## src/design/cspmv_pkg.sv

```systemverilog
// Shared types and constants for the CSR sparse matrix-vector dot block.
// No dependencies.
package cspmv_pkg;

    localparam int VECTOR_LENGTH_DEF = 256;
    localparam int ROW_COUNT_DEF     = 256;

    localparam int VALUE_W = 16;
    localparam int PROD_W  = 32;
    localparam int ACC_W   = 40;

    // result queue depth: the two pipeline stages plus the entry draining at m_,
    // plus one so s_ready stays high at full rate
    localparam int QUEUE_DEPTH = 4;
    localparam int QUEUE_AW    = $clog2(QUEUE_DEPTH);
    localparam int QUEUE_CW    = $clog2(QUEUE_DEPTH + 1);

    localparam logic [1:0] CMD_LOAD    = 2'd0;
    localparam logic [1:0] CMD_NONZERO = 2'd1;
    localparam logic [1:0] CMD_EMPTY   = 2'd2;

    typedef struct packed {
        logic [1:0]                cmd;
        logic [7:0]                column;
        logic signed [VALUE_W-1:0] value;
        logic                      row_last;
    } in_t;

    typedef struct packed {
        logic [7:0]              row_index;
        logic signed [ACC_W-1:0] dot_product;
    } out_t;

endpackage

```

## src/design/cspmv_out_queue.sv

```systemverilog
// Small result queue that decouples the accumulate stage from the output port.
// Depends on cspmv_pkg.
module cspmv_out_queue (
    input  logic                                aclk,
    input  logic                                aresetn,
    input  logic                                push,
    input  cspmv_pkg::out_t                     push_data,
    input  logic                                m_ready,
    output logic                                m_valid,
    output cspmv_pkg::out_t                     m_payload,
    output logic [cspmv_pkg::QUEUE_CW-1:0]      count
);

    cspmv_pkg::out_t entry_reg [cspmv_pkg::QUEUE_DEPTH];

    logic [cspmv_pkg::QUEUE_AW-1:0] wr_ptr_reg, wr_ptr_next;
    logic [cspmv_pkg::QUEUE_AW-1:0] rd_ptr_reg, rd_ptr_next;
    logic [cspmv_pkg::QUEUE_CW-1:0] count_reg, count_next;
    logic                           pop;

    assign m_valid   = (count_reg != '0);
    assign m_payload = entry_reg[rd_ptr_reg];
    assign count     = count_reg;
    assign pop       = m_valid && m_ready;

    always_comb begin
        wr_ptr_next = push ? wr_ptr_reg + 1'b1 : wr_ptr_reg;
        rd_ptr_next = pop  ? rd_ptr_reg + 1'b1 : rd_ptr_reg;
        count_next  = count_reg;
        if (push && !pop) begin
            count_next = count_reg + 1'b1;
        end else if (pop && !push) begin
            count_next = count_reg - 1'b1;
        end
    end

    always_ff @(posedge aclk) begin
        if (!aresetn) begin
            wr_ptr_reg <= '0;
            rd_ptr_reg <= '0;
            count_reg  <= '0;
        end else begin
            wr_ptr_reg <= wr_ptr_next;
            rd_ptr_reg <= rd_ptr_next;
            count_reg  <= count_next;
        end
    end

    always_ff @(posedge aclk) begin
        if (push) begin
            entry_reg[wr_ptr_reg] <= push_data;
        end
    end

endmodule

```

## config.mk

```make
export PLATFORM = sky130hd
export DESIGN_NAME = cspmv_out_queue
export DESIGN_NICKNAME = d
export VERILOG_FILES = /design/src/design/cspmv_pkg.sv /design/src/design/cspmv_out_queue.sv
export SDC_FILE = /design/constraint.sdc
export NUM_CORES = 1
export LEC_CHECK = 0
export BUFFER_PORTS_ARGS = -buffer_cell sky130_fd_sc_hd__buf_2
export CORE_MARGIN = 10
export CORE_UTILIZATION = 56
export CTS_CLUSTER_SIZE = 40
export DETAILED_ROUTE_END_ITERATION = 10
export PLACE_DENSITY = 0.83
export SYNTH_ARGS = -nofsm -noshare
export SYNTH_HDL_FRONTEND = slang
export SYNTH_SLANG_ARGS = --single-unit
```

## constraint.sdc

```tcl
create_clock -name aclk -period 2.8 [get_ports aclk]
set_input_delay 0.56 -clock aclk [delete_from_list [all_inputs] [get_ports aclk]]
set_output_delay 0.56 -clock aclk [all_outputs]
set_load 0.02 [all_outputs]
```

==> metrics list <==
- The register with the most flip-flops in the layout has 192 of them.
- At the worst endpoint, the required time is roughly 2.2 ns.
- Gates resized during post-CTS repair numbered 0.
- Yosys mapped the design onto 20 distinct sky130hd cell types.
- edfxtp_1 is the most common cell in the netlist.
- The via count of the first global-routing pass is approximately 3800.
- Category of the most critical setup path: reg -> out
* Pin count of the biggest net entering global routing: between 40 and 50
- After detailed routing, the total wire length is ~14000 µm.
* Instance count of the mapped netlist: ~300
- The tightest hold path in the finished design has a slack of 0.296 ns.
* Final Critical Period: 2.45 ns
- End-of-flow core utilization: between 60% and 70%
- The number of hold violations in the final report is 0.
- The final critical path takes up between 80% and 90% of the cycle.
* Initial cell density of the core: about 58%
- DIE HEIGHT: 135 µm
* Cell area after placement: 8190 µm²
* Setup repair after global routing missed its margin: false
- Of the cells placed in the final design, the portion with a size suffix greater than 1 is a little under half.
- The clock network burns between 30 and 40% of the power.
- Vias after detailed routing: around 3400
- Final setup slack of the worst path: ~0.35 ns
- Combinational logic burns between 20% and 30% of the power.
* Setup TNS after final layout: 0 ns
- P per Cell Area: between 900 and 1000 nW/µm²
* Full die area: ~18000 µm²
* Antenna violations before repair: 0
- Across the VDD grid, the largest voltage drop is 0.000590 V.
* Number of nets in the synthesized netlist: 350
- Mean cell area of the mapped netlist: around 25 µm²
* Drt first-iter violations: approximately 240
- Synth top cells by count: edfxtp_1, mux4_2, and2_1, dfxtp_1, ha_1
* Overall global routing resource usage: between 10% and 20%
- Critical Path Fanout Max: 32
- #FFs+latches synth: 201
- The path class of the tightest hold or removal check is in -> reg.
- Number of synthesis warnings: 0
- Sorting the synthesized cells by area gives the leading types as edfxtp_1, mux4_2, dfxtp_1.
- In the final routed layout, each cell accounts on average for 22.5 µm.
- For the pin with the worst max-slew slack, the measured transition is roughly 0.63 ns.
- Of the total power, the share spent switching nets is a little over a quarter.
- In the routed design, unresolved DRC markers number 0.
* Placed cell count: between 500 and 600
- Final Wtd Congestion: between 0.7 and 0.8
- The total overflow left after global routing is 0.
* Number of enable flip-flop cells after synthesis: 192
- Arrival time at the worst endpoint: ~1.9 ns
- Post-DRT Antenna Nets: 0
* Tot Pwr: 8.07 mW
- Across the run, the number of max-cap violations was 0.
- Register-to-register setup slack: 0.67 ns
* Highest clock rate: between 0.4 and 0.5 GHz
* Clk buf depth: 3
- Core Rows: 41
- Number of non-filler instances in the completed layout: between 600 and 700
* H-tree depth: 1
- The floorplan step defined a core boundary enclosing 12800 µm².
* Setup-violating endpoint count in the final report: 0
- Along the worst hold path, the cell count comes to 1.
* Total CTS buffers: 21
* First-pass detailed-route iteration total: 4
- The later pin in the worst-skew pair is clocked with a latency of approximately 0.48 ns.
- Most used flip-flop cell after synthesis: edfxtp_1
* Sw Pwr: approximately 2.2 mW
- Summed over its instances, the top area cell type makes up between 70% and 80% of the synthesized netlist area.
- The final-report max-slew violation count was 0.
- The flow ran to the end, and the final reports show no timing, DRC or antenna violations.
* Via-to-Cell Ratio: 5.58
- Post-cts hold buffer count: 0
- In this run the horizontal extent of the chip is about 130 µm.
- On the final layout, the worst clock skew is 0.00789 ns.
- Number of buffer cells added on primary ports: 103
- After clock tree synthesis, the clock-pin slew on the worst setup and hold paths is 0.06 ns.
- The cell area that synthesis handed to floorplanning was between 7000 and 8000 µm².
* Reg2Reg Depth: 7
* Clock tree from TritonCTS: built
- # IOs: 104
* Finished Cell Area: ~8900 µm²
- Final HPWL DP: slightly below 9000 µm
* Pint: a little under 6 mW
- Share of synthesized area occupied by flip-flops and latches: slightly above 80%
- Area growth from synthesis to final layout: 20.3%
- Worst slew margin: approximately three fifths
- The biggest area contributor in the post-synthesis netlist is edfxtp_1.
- The clock net in this run drives a total of between 200 and 250 sinks.
- The final layout contains ~480 nets.
* Share of flip-flops with an asynchronous set or reset: 0%
* Number of filler cells placed in the layout: 800
- Nature of the critical path startpoint: flip-flop
- At the placement stage, the worst setup path has a slack of between 0.5 and 0.6 ns.
- In this run the clock root is driven by a clkbuf_16.
- The first global-routing pass estimated ~22000 µm of wire.
- Share of power burned in registers: 44.1%
* Leakage: between 3 and 4 nW
- Buffers added to address setup during post-CTS repair amount to 0.
* Endpoint type of the worst setup path: output port
==> final timing paths <==
check / start / endpoint
setup / recovery: flip-flop / m_payload[29]
hold / removal: push_data[20] / entry_reg[2][20]$_DFFE_PP_
setup reg to reg: count[1]$_SDFFE_PN0P_ / count[2]$_SDFFE_PN0P_
hold reg to reg: count[2]$_SDFFE_PN0P_ / count[2]$_SDFFE_PN0P_
==> critical path: stages (launching register included) <==
cell	delay, ns
dfxtp_4	0.37
buf_12	0.26
mux4_2	0.59
buf_2	0.19
==> layer usage <==
layer  GRT usage (%)  part of all wire, %  up-vias
met3            4.64                  7.9       21
met5               0                    0        -
li1                -                    -     1497
met2            25.2                   51      134
met4            3.57                  1.5        0
met1            19.4                   40     1738
==> final cells by class <==
cell class | count | area, µm² | share of cell area, %
inverter | 3 | 11.3 | 0.127
clock buffer | 29 | 618 | 6.97
multi-input combinational | 78 | 1350 | 15.2
timing repair buffer | 115 | 668 | 7.53
antenna | 1 | 2.50 | 0.0282
sequential | 201 | 5950 | 67.1
clock inverter | 9 | 56.3 | 0.635
tap | 172 | 215 | 2.43
==> layout by cell type (no fill, tap or decap), types with 2 or more instances in the layout <==
cell         n
clkinv_1     2
xnor2_1      3
and2_1       5
buf_4        7
mux2i_1      2
or3_1        2
clkinv_2     3
clkbuf_16   23
dfxtp_1      7
mux4_2      48
xor2_1       2
buf_12       5
inv_1        3
ha_1         5
buf_2      103
inv_6        3
clkbuf_1     4
edfxtp_1   192
nor2b_1      2
and2_2       4
clkbuf_8     2
==> power by group through the flow <==
stage                     sequential (mW)  clock (mW)  combinational, mW
after floorplan                      3.61           0               1.35
after global placement               3.60           0               1.91
after detailed placement             3.62           0               1.94
after CTS                            3.56        2.69               1.95
after global routing                 3.57        2.80               2.05
final                                3.56        2.62               1.90
==> cells by family after synthesis <==
family                   after synthesis  share of synthesized area (%)
buffers and inverters                 13                           1.12
AND/OR/NAND/NOR                       13                           1.10
AO/OA/AOI/OAI                          4                          0.458
flip-flops                           201                           80.7
XOR/XNOR                               5                          0.594
adder cells (fa/ha/maj)                6                           1.12
multiplexers                          50                           14.9
Power figures use the tool's default switching activity.
